$ cat src/rtl/sas_pkg.sv
// Shared types and constants for the stable ascending sorter.
// No dependencies; every other file of the block but sas_checker refers to this package.
`timescale 1ns / 1ps

package sas_pkg;

	localparam int KEY_W         = 32;
	localparam int MAX_ITEMS_DEF = 16;

	typedef logic signed [KEY_W-1:0] sas_key_t;

	typedef enum logic {
		ST_LOAD,
		ST_DRAIN
	} sas_state_t;

	// Per-cycle command broadcast to every cell of the chain
	typedef struct packed {
		logic insert;   // place the broadcast key, shift greater keys right
		logic shift;    // move every key one cell toward the head
	} sas_cell_ctrl_t;

endpackage

$ cat src/rtl/sas_if.sv
// Valid/ready channel interfaces for the stable ascending sorter.
// Depends on sas_pkg for the key type.
`timescale 1ns / 1ps

interface sas_in_if;
	logic              valid;
	logic              ready;
	sas_pkg::sas_key_t value;
	logic              batch_end;

	modport source (output valid, output value, output batch_end, input ready);
	modport sink   (input valid, input value, input batch_end, output ready);
endinterface

interface sas_out_if;
	logic              valid;
	logic              ready;
	sas_pkg::sas_key_t sorted_value;
	logic              run_end;
	logic              overflowed;

	modport source (output valid, output sorted_value, output run_end,
		output overflowed, input ready);
	modport sink   (input valid, input sorted_value, input run_end,
		input overflowed, output ready);
endinterface

$ cat src/rtl/sas_cell.sv
// One cell of the insertion chain: holds a key and its valid bit.
// Depends on sas_pkg for the key and control types.
`timescale 1ns / 1ps

module sas_cell (
	input  logic                    clk,
	input  logic                    arst_n,
	input  sas_pkg::sas_cell_ctrl_t ctrl,
	input  sas_pkg::sas_key_t       new_key,
	input  logic                    left_take,
	input  sas_pkg::sas_key_t       left_key,
	input  logic                    left_valid,
	input  sas_pkg::sas_key_t       right_key,
	input  logic                    right_valid,
	output logic                    take,
	output sas_pkg::sas_key_t       key,
	output logic                    valid
);

	sas_pkg::sas_key_t key_q;
	logic              valid_q;

	// An empty cell or one holding a strictly greater key gives way; equal keys stay ahead
	assign take  = !valid_q || (key_q > new_key);
	assign key   = key_q;
	assign valid = valid_q;

	// A shift from the left carries the neighbor's valid bit along with its key
	always_ff @(posedge clk or negedge arst_n) begin
		if (!arst_n) begin
			valid_q <= 1'b0;
		end else if (ctrl.shift) begin
			valid_q <= right_valid;
		end else if (ctrl.insert) begin
			if (left_take) begin
				valid_q <= left_valid;
			end else if (take) begin
				valid_q <= 1'b1;
			end
		end
	end

	always_ff @(posedge clk) begin
		if (ctrl.shift) begin
			key_q <= right_key;
		end else if (ctrl.insert) begin
			if (left_take) begin
				key_q <= left_key;
			end else if (take) begin
				key_q <= new_key;
			end
		end
	end

endmodule

$ cat src/rtl/sas_ctrl.sv
// Load/drain sequencer of the sorter: fill count, drop flag, handshakes.
// Depends on sas_pkg for the state enum and the cell command struct.
`timescale 1ns / 1ps

module sas_ctrl #(
	parameter int MAX_ITEMS = sas_pkg::MAX_ITEMS_DEF
) (
	input  logic                    clk,
	input  logic                    arst_n,
	input  logic                    in_valid,
	input  logic                    in_batch_end,
	input  logic                    out_ready,
	input  logic                    tail_last,
	output logic                    in_ready,
	output logic                    out_valid,
	output logic                    overflowed,
	output sas_pkg::sas_cell_ctrl_t cell_ctrl
);

	localparam int FILL_W = $clog2(MAX_ITEMS + 1);
	localparam logic [FILL_W-1:0] FULL = FILL_W'(MAX_ITEMS);

	sas_pkg::sas_state_t state_q, state_d;
	logic [FILL_W-1:0]   fill_q;
	logic                dropped_q;
	logic                in_acc;
	logic                full;

	assign full       = (fill_q == FULL);
	assign in_acc     = in_valid && in_ready;
	assign overflowed = dropped_q;

	always_comb begin
		state_d          = state_q;
		in_ready         = 1'b0;
		out_valid        = 1'b0;
		cell_ctrl.insert = 1'b0;
		cell_ctrl.shift  = 1'b0;
		unique case (state_q)
			sas_pkg::ST_LOAD: begin
				in_ready         = 1'b1;
				cell_ctrl.insert = in_valid && !full;
				if (in_valid && in_batch_end) begin
					state_d = sas_pkg::ST_DRAIN;
				end
			end
			sas_pkg::ST_DRAIN: begin
				out_valid       = 1'b1;
				cell_ctrl.shift = out_ready;
				if (out_ready && tail_last) begin
					state_d = sas_pkg::ST_LOAD;
				end
			end
			default: begin
				state_d = sas_pkg::ST_LOAD;
			end
		endcase
	end

	always_ff @(posedge clk or negedge arst_n) begin
		if (!arst_n) begin
			state_q   <= sas_pkg::ST_LOAD;
			fill_q    <= '0;
			dropped_q <= 1'b0;
		end else begin
			state_q <= state_d;
			if (state_q == sas_pkg::ST_DRAIN && out_ready && tail_last) begin
				fill_q    <= '0;
				dropped_q <= 1'b0;
			end else if (in_acc) begin
				if (full) begin
					dropped_q <= 1'b1;
				end else begin
					fill_q <= fill_q + 1'b1;
				end
			end
		end
	end

endmodule

$ cat src/rtl/stable_ascending_sorter.sv
// Top level of the stable ascending sorter: a chain of insertion cells
// plus its load/drain sequencer. Depends on sas_pkg, sas_if, sas_cell, sas_ctrl.
`timescale 1ns / 1ps

// Usage
// in_ch carries one signed key per request; batch_end marks the last key of a batch.
// out_ch returns the batch in ascending signed order, equal keys in arrival
// order, with run_end on the final key and overflowed on every key of a batch
// that lost keys to a full buffer.
// Load: one key per cycle. Each key is compared against every cell at once
// and slides into place; greater keys move one cell toward the tail.
// Up to MAX_ITEMS keys are held; further keys of the batch are dropped.
// Drain: starts the cycle after the batch_end request and delivers one key
// per cycle from the head cell while out_ch.ready is high, the chain
// shifting toward the head on each accepted result; in_ch.ready is low
// during the drain and returns the cycle after the run_end result is taken.
// A stalled receiver holds the head cell and the whole chain unchanged.
// Reset clears every valid bit, the fill count and the drop flag; the key
// registers need no reset and the block accepts requests right after it.

module stable_ascending_sorter #(
	parameter int MAX_ITEMS = sas_pkg::MAX_ITEMS_DEF
) (
	input  logic      clk,
	input  logic      arst_n,
	sas_in_if.sink    in_ch,
	sas_out_if.source out_ch
);

	sas_pkg::sas_cell_ctrl_t cell_ctrl;
	sas_pkg::sas_key_t       key_w   [MAX_ITEMS];
	logic                    valid_w [MAX_ITEMS];
	logic                    take_w  [MAX_ITEMS];
	logic                    tail_last;

	// Head is the smallest key; the batch ends once the second cell is empty
	assign tail_last           = !valid_w[1];
	assign out_ch.sorted_value = key_w[0];
	assign out_ch.run_end      = tail_last;

	sas_ctrl #(
		.MAX_ITEMS (MAX_ITEMS)
	) u_ctrl (
		.clk          (clk),
		.arst_n       (arst_n),
		.in_valid     (in_ch.valid),
		.in_batch_end (in_ch.batch_end),
		.out_ready    (out_ch.ready),
		.tail_last    (tail_last),
		.in_ready     (in_ch.ready),
		.out_valid    (out_ch.valid),
		.overflowed   (out_ch.overflowed),
		.cell_ctrl    (cell_ctrl)
	);

	for (genvar i = 0; i < MAX_ITEMS; i++) begin : g_cell
		logic              left_take;
		sas_pkg::sas_key_t left_key;
		logic              left_valid;
		sas_pkg::sas_key_t right_key;
		logic              right_valid;

		// Head cell has nothing to its left; tail cell has an empty neighbor
		if (i == 0) begin : g_head
			assign left_take  = 1'b0;
			assign left_key   = '0;
			assign left_valid = 1'b0;
		end else begin : g_body
			assign left_take  = take_w[i-1];
			assign left_key   = key_w[i-1];
			assign left_valid = valid_w[i-1];
		end

		if (i == MAX_ITEMS - 1) begin : g_tail
			assign right_key   = '0;
			assign right_valid = 1'b0;
		end else begin : g_inner
			assign right_key   = key_w[i+1];
			assign right_valid = valid_w[i+1];
		end

		sas_cell u_cell (
			.clk         (clk),
			.arst_n      (arst_n),
			.ctrl        (cell_ctrl),
			.new_key     (in_ch.value),
			.left_take   (left_take),
			.left_key    (left_key),
			.left_valid  (left_valid),
			.right_key   (right_key),
			.right_valid (right_valid),
			.take        (take_w[i]),
			.key         (key_w[i]),
			.valid       (valid_w[i])
		);
	end

endmodule

$ cat src/flat_wrapper.sv
// flat-port wrapper written by rule: the top's interface ports become plain ports
module stable_ascending_sorter_flat 
#(
	parameter int MAX_ITEMS = sas_pkg::MAX_ITEMS_DEF
)
  (clk, arst_n, in_ch_valid, in_ch_value, in_ch_batch_end, in_ch_ready, out_ch_valid, out_ch_sorted_value, out_ch_run_end, out_ch_overflowed, out_ch_ready);
  sas_in_if in_ch_i ();
  sas_out_if out_ch_i ();
  input  logic clk;
  input  logic arst_n;
  input wire logic [$bits(in_ch_i.valid)-1:0] in_ch_valid;
  input wire logic [$bits(in_ch_i.value)-1:0] in_ch_value;
  input wire logic [$bits(in_ch_i.batch_end)-1:0] in_ch_batch_end;
  output wire logic [$bits(in_ch_i.ready)-1:0] in_ch_ready;
  output wire logic [$bits(out_ch_i.valid)-1:0] out_ch_valid;
  output wire logic [$bits(out_ch_i.sorted_value)-1:0] out_ch_sorted_value;
  output wire logic [$bits(out_ch_i.run_end)-1:0] out_ch_run_end;
  output wire logic [$bits(out_ch_i.overflowed)-1:0] out_ch_overflowed;
  input wire logic [$bits(out_ch_i.ready)-1:0] out_ch_ready;
  assign in_ch_i.valid = in_ch_valid;
  assign in_ch_i.value = in_ch_value;
  assign in_ch_i.batch_end = in_ch_batch_end;
  assign in_ch_ready = in_ch_i.ready;
  assign out_ch_valid = out_ch_i.valid;
  assign out_ch_sorted_value = out_ch_i.sorted_value;
  assign out_ch_run_end = out_ch_i.run_end;
  assign out_ch_overflowed = out_ch_i.overflowed;
  assign out_ch_i.ready = out_ch_ready;
  stable_ascending_sorter #(.MAX_ITEMS(MAX_ITEMS)) u_core (.clk(clk), .arst_n(arst_n), .in_ch(in_ch_i), .out_ch(out_ch_i));
endmodule
$ cat config.mk
export PLATFORM = sky130hd
export DESIGN_NAME = stable_ascending_sorter_flat
export DESIGN_NICKNAME = d
export VERILOG_FILES = /design/src/rtl/sas_pkg.sv /design/src/rtl/sas_if.sv /design/src/rtl/sas_cell.sv /design/src/rtl/sas_ctrl.sv /design/src/rtl/stable_ascending_sorter.sv /design/src/flat_wrapper.sv
export SDC_FILE = /design/constraint.sdc
export NUM_CORES = 2
export LEC_CHECK = 0
export BUFFER_PORTS_ARGS = -buffer_cell sky130_fd_sc_hd__buf_4
export CAP_MARGIN = 20
export CELL_PAD_IN_SITES_DETAIL_PLACEMENT = 1
export CELL_PAD_IN_SITES_GLOBAL_PLACEMENT = 1
export CORE_MARGIN = 8
export CORE_UTILIZATION = 46
export DETAILED_ROUTE_END_ITERATION = 8
export GPL_TIMING_DRIVEN = 0
export PLACE_DENSITY = 0.77
export SETUP_SLACK_MARGIN = 0.2
export SYNTH_ARGS = -nofsm -noshare
export SYNTH_HDL_FRONTEND = slang
export SYNTH_SLANG_ARGS = --single-unit
export TNS_END_PERCENT = 1
$ cat constraint.sdc
create_clock -name clk -period 4.05 [get_ports clk]
set_clock_uncertainty 0.15 [all_clocks]
set_input_delay 0.2025 -clock clk [delete_from_list [all_inputs] [get_ports clk]]
set_output_delay 0.2025 -clock clk [all_outputs]
set_load 0.03 [all_outputs]
==> metrics.yaml <==
htree_num_levels: 3
gr_util_all_layers: 0.299
critical_path.slowest_cell: "sky130_fd_sc_hd__clkbuf_1"
floorplan.initialDensity: 0.463
clk_root_buffer_cell: "sky130_fd_sc_hd__clkbuf_16"
finalHoldViolations: 0
core_area_um2: 81800
cts_tree: "built"
ys_seq_area_frac: 0.413
place_area_um2: 40100
post-dp-hpwl_um: 107000
clkSlewWorstSetupHoldPaths_ps: 60
ys.warnings.count: 0
data_arrival_time_of_the_critical_path_ps: 4250
report.final.slew_viol_count: 0
post_synth_instance_area_um2: 37900
final_tns_setup_ps: 0
layout-drive-gt1-share: 0.0933
peak_ir_drop_on_the_vdd_network_mv: 0.432
final_core_utilization: 0.537
io_buffer_count: 72
cts_sinks: 535
worst_ep_required_time_ps: 4350
power.leakage_nw: 19.0
routed_wl_um: 142000
synthToLayoutAreaGrowth_pct: 16.1
grt_pass1_vias: 35400
place_congestion: 0.907
synth-seq-cells: 535
antenna-diode-count: 0
grt_setup_unrepaired: "true"
route.vias.total: 33300
cellPowerDensity_nw_per_um2: 939
synth.net_count: 4370
critical_path.endpoint_type: "flip-flop"
worst_path_most_repeated_cell: "sky130_fd_sc_hd__clkbuf_1"
cts_made_buffers: 66
number_of_enable_type_register_cells_in_the_synthesized_netlist: 480
pin_count_of_the_biggest_net_entering_global_routing: 33
floorplan.die_area_um2: 91800
num_rows: 105
insertion_delay_ps: 620
timing_worst_setup_path_type: "flip-flop to flip-flop"
cp_cell_sequence: "and2_1, clkbuf_1, clkbuf_1, clkbuf_2, clkbuf_1, nand2_1, o21ai_0"
syn-mean-instance-area_um2: 9.92
boundaryPins: 73
firstDrtPassIters: 6
synth_async_sr_flop_share: 0.0430
postSynthCellCount: 3819
worst_slew_margin_rel: 0.0657
drc: 0
gr-total-overflow: 0
setup_viol_count_final: 0
antenna_found_initial: 3
postSynth.topFlopCell: "sky130_fd_sc_hd__edfxtp_1"
fp.dieW_um: 303
via_per_inst: 6.41
period_minus_slack_ps: 3950
route.detailed.wl_per_inst_um: 27.4
finish.net_count: 4631
detail_route.iter0.violations: 2920
max_freq_ghz: 0.253
hold_class: "input port to flip-flop"
die_height_um: 303
maximum_fanout_encountered_on_the_critical_timing_path: 10
maxCapViolations: 0
global_route_wire_length_before_repair_um: 211000
final_design_area_no_fill_um2: 43900
final_min_period_over_clock_period: 0.976
clk_buf_depth: 3
timing.critical_path.from_type: "flip-flop"
synth_cell_type_count: 70
slowest_delay_ps: 910
tightest_slew_ps: 1400
final_antenna_net_count: 0
status: "complete, no violations"
[stage by stage]
step	setup slack (ps)	instances	total power (W)	hold slack (ps)
3_3_place_gp	-1600	4961	0.0317	-16.9
2_1_floorplan	195	3819	0.0263	-243
5_1_grt	43.3	5198	0.0436	225
4_1_cts	47.3	5153	0.0399	214
3_5_place_dp	-1390	4974	0.0331	-17.0
6_report	97.7	5198	0.0413	226
[synthesized netlist by cell type, types with 6 or more instances]
library cell | count | area share
sky130_fd_sc_hd__nand4_1 | 85 | 0.014
sky130_fd_sc_hd__o2bb2ai_1 | 7 | 0.0016
sky130_fd_sc_hd__o221ai_1 | 15 | 0.0035
sky130_fd_sc_hd__nor3_1 | 50 | 0.0066
sky130_fd_sc_hd__dfrtp_1 | 23 | 0.015
sky130_fd_sc_hd__o32ai_1 | 31 | 0.0072
sky130_fd_sc_hd__ha_1 | 514 | 0.17
sky130_fd_sc_hd__buf_2 | 31 | 0.0041
sky130_fd_sc_hd__a32oi_1 | 6 | 0.0014
sky130_fd_sc_hd__o211ai_1 | 15 | 0.0030
sky130_fd_sc_hd__o21ai_1 | 116 | 0.015
sky130_fd_sc_hd__a31oi_1 | 18 | 0.0030
sky130_fd_sc_hd__buf_6 | 12 | 0.0036
sky130_fd_sc_hd__o21a_1 | 14 | 0.0028
sky130_fd_sc_hd__nand2_1 | 495 | 0.049
sky130_fd_sc_hd__dfxtp_1 | 32 | 0.017
sky130_fd_sc_hd__nor2_1 | 286 | 0.028
sky130_fd_sc_hd__inv_1 | 72 | 0.0071
sky130_fd_sc_hd__a21o_1 | 28 | 0.0056
sky130_fd_sc_hd__nor4_1 | 15 | 0.0025
sky130_fd_sc_hd__a2111o_1 | 7 | 0.0021
sky130_fd_sc_hd__edfxtp_1 | 480 | 0.38
sky130_fd_sc_hd__nand3_1 | 66 | 0.0087
sky130_fd_sc_hd__buf_4 | 21 | 0.0042
sky130_fd_sc_hd__a21boi_0 | 10 | 0.0020
sky130_fd_sc_hd__a211oi_1 | 18 | 0.0036
sky130_fd_sc_hd__a2111oi_0 | 10 | 0.0023
sky130_fd_sc_hd__a21oi_1 | 406 | 0.054
sky130_fd_sc_hd__mux2i_1 | 404 | 0.11
sky130_fd_sc_hd__or3_1 | 8 | 0.0013
sky130_fd_sc_hd__o21ai_0 | 266 | 0.035
sky130_fd_sc_hd__clkbuf_1 | 156 | 0.015
sky130_fd_sc_hd__nor2b_1 | 13 | 0.0021
sky130_fd_sc_hd__xnor2_1 | 8 | 0.0019
[cell type report]
class / instances / area [um2]
Clock inverter: 23 / 176
Buffer: 224 / 1150
Clock buffer: 93 / 1870
Fill cell: 9026 / 37900
Inverter: 72 / 300
Timing Repair Buffer: 189 / 1990
Multi-Input combinational cell: 2992 / 21500
Sequential cell: 535 / 15600
Tap cell: 1070 / 1340
[state kept, by name, indices dropped and copies added (netlist names)]
| name | count |
|---|---|
| u_core.u_ctrl.overflowed | 1 |
| u_core.u_ctrl.state_q | 1 |
| u_core.u_ctrl.fill_q | 5 |
| u_core.g_cell.u_cell.key | 512 |
| u_core.g_cell.u_cell.valid | 16 |
[kinds of logic (layout without fill, tap and decap cells)]
family / count (synthesis) / count (layout) / share of synthesized area
adder cells (fa/ha/maj): 514 / 514 / 0.170
AO/OA/AOI/OAI: 998 / 998 / 0.149
XOR/XNOR: 11 / 11 / 0.00254
buffers and inverters: 296 / 601 / 0.0357
AND/OR/NAND/NOR: 1060 / 1064 / 0.123
flip-flops: 535 / 535 / 0.413
multiplexers: 405 / 405 / 0.107
[cell usage in the layout, fill, tap and decap left out, types with 14 or more instances in the layout]
cell type,synthesis,routed
sky130_fd_sc_hd__edfxtp_1,480,480
sky130_fd_sc_hd__buf_12,2,18
sky130_fd_sc_hd__o21ai_0,266,256
sky130_fd_sc_hd__ha_1,514,510
sky130_fd_sc_hd__nor3_1,50,44
sky130_fd_sc_hd__a21oi_1,406,405
sky130_fd_sc_hd__o221ai_1,15,15
sky130_fd_sc_hd__nand3_1,66,66
sky130_fd_sc_hd__dfrtp_1,23,23
sky130_fd_sc_hd__nor2_1,286,285
sky130_fd_sc_hd__buf_2,31,17
sky130_fd_sc_hd__a211oi_1,18,17
sky130_fd_sc_hd__a31oi_1,18,18
sky130_fd_sc_hd__o21a_1,14,14
sky130_fd_sc_hd__buf_4,21,147
sky130_fd_sc_hd__buf_6,12,19
sky130_fd_sc_hd__dfxtp_1,32,32
sky130_fd_sc_hd__clkbuf_1,156,175
sky130_fd_sc_hd__o32ai_1,31,31
sky130_fd_sc_hd__nand4_1,85,85
sky130_fd_sc_hd__mux2i_1,404,404
sky130_fd_sc_hd__dlygate4sd3_1,0,37
sky130_fd_sc_hd__clkinv_1,0,14
sky130_fd_sc_hd__clkbuf_16,0,74
sky130_fd_sc_hd__a21o_1,28,28
sky130_fd_sc_hd__inv_1,72,64
sky130_fd_sc_hd__nand2_1,495,480
sky130_fd_sc_hd__o21ai_1,116,121
sky130_fd_sc_hd__o211ai_1,15,15
[report_power, final]
part	switching, W	internal, W	leakage, nW
sequential	0.00290	0.0106	5.21
combinational	0.0129	0.00886	12.8
clock	0.00257	0.00340	0.995
[path summary, 6_finish.rpt]
| path | startpoint | endpoint | slack (ps) | cells past startpoint |
|---|---|---|---|---|
| min in group asynchronous | arst_n | u_core.u_ctrl.fill_q[0] | 510 | 4 |
| worst min register to register | u_core.g_cell[15].u_cell.key[0] | u_core.g_cell[15].u_cell.key[0] | 350 | 2 |
| max in group asynchronous | arst_n | u_core.g_cell[4].u_cell.valid | 3060 | 4 |
| worst max register to register | u_core.u_ctrl.state_q | u_core.g_cell[11].u_cell.key[31] | 100 | 7 |
| worst max-delay path | u_core.u_ctrl.state_q | u_core.g_cell[11].u_cell.key[31] | 100 | 7 |
| worst min-delay path | in_ch_value[11] | u_core.g_cell[15].u_cell.key[11] | 230 | 4 |
[routing by layer]
metal / share of wire / up-vias / GRT usage / wire length (um)
li1: - / 14900 / - / -
met1: 0.41 / 16800 / 0.380 / 58900
met2: 0.47 / 1229 / 0.501 / 67400
met3: 0.059 / 387 / 0.0354 / 8400
met4: 0.054 / 6 / 0.153 / 7640
met5: 0.00019 / - / 0 / 27
[worst max-delay path, delay by kind of cell (launching register included)]
family	cells	cell delay [ps]
buffers and inverters	4	2510
flip-flops	1	570
AND/OR/NAND/NOR	2	390
AO/OA/AOI/OAI	1	150
[repair_timing]
item	4_1_cts	5_1_grt
buffers inserted	22	39
hold endpoints to repair	151	0
pin swaps	14	25
gates resized for setup	98	46
hold buffers	38	0
endpoints found under the setup margin	736	622
gates cloned	3	6
Power figures use the tool's default switching activity.
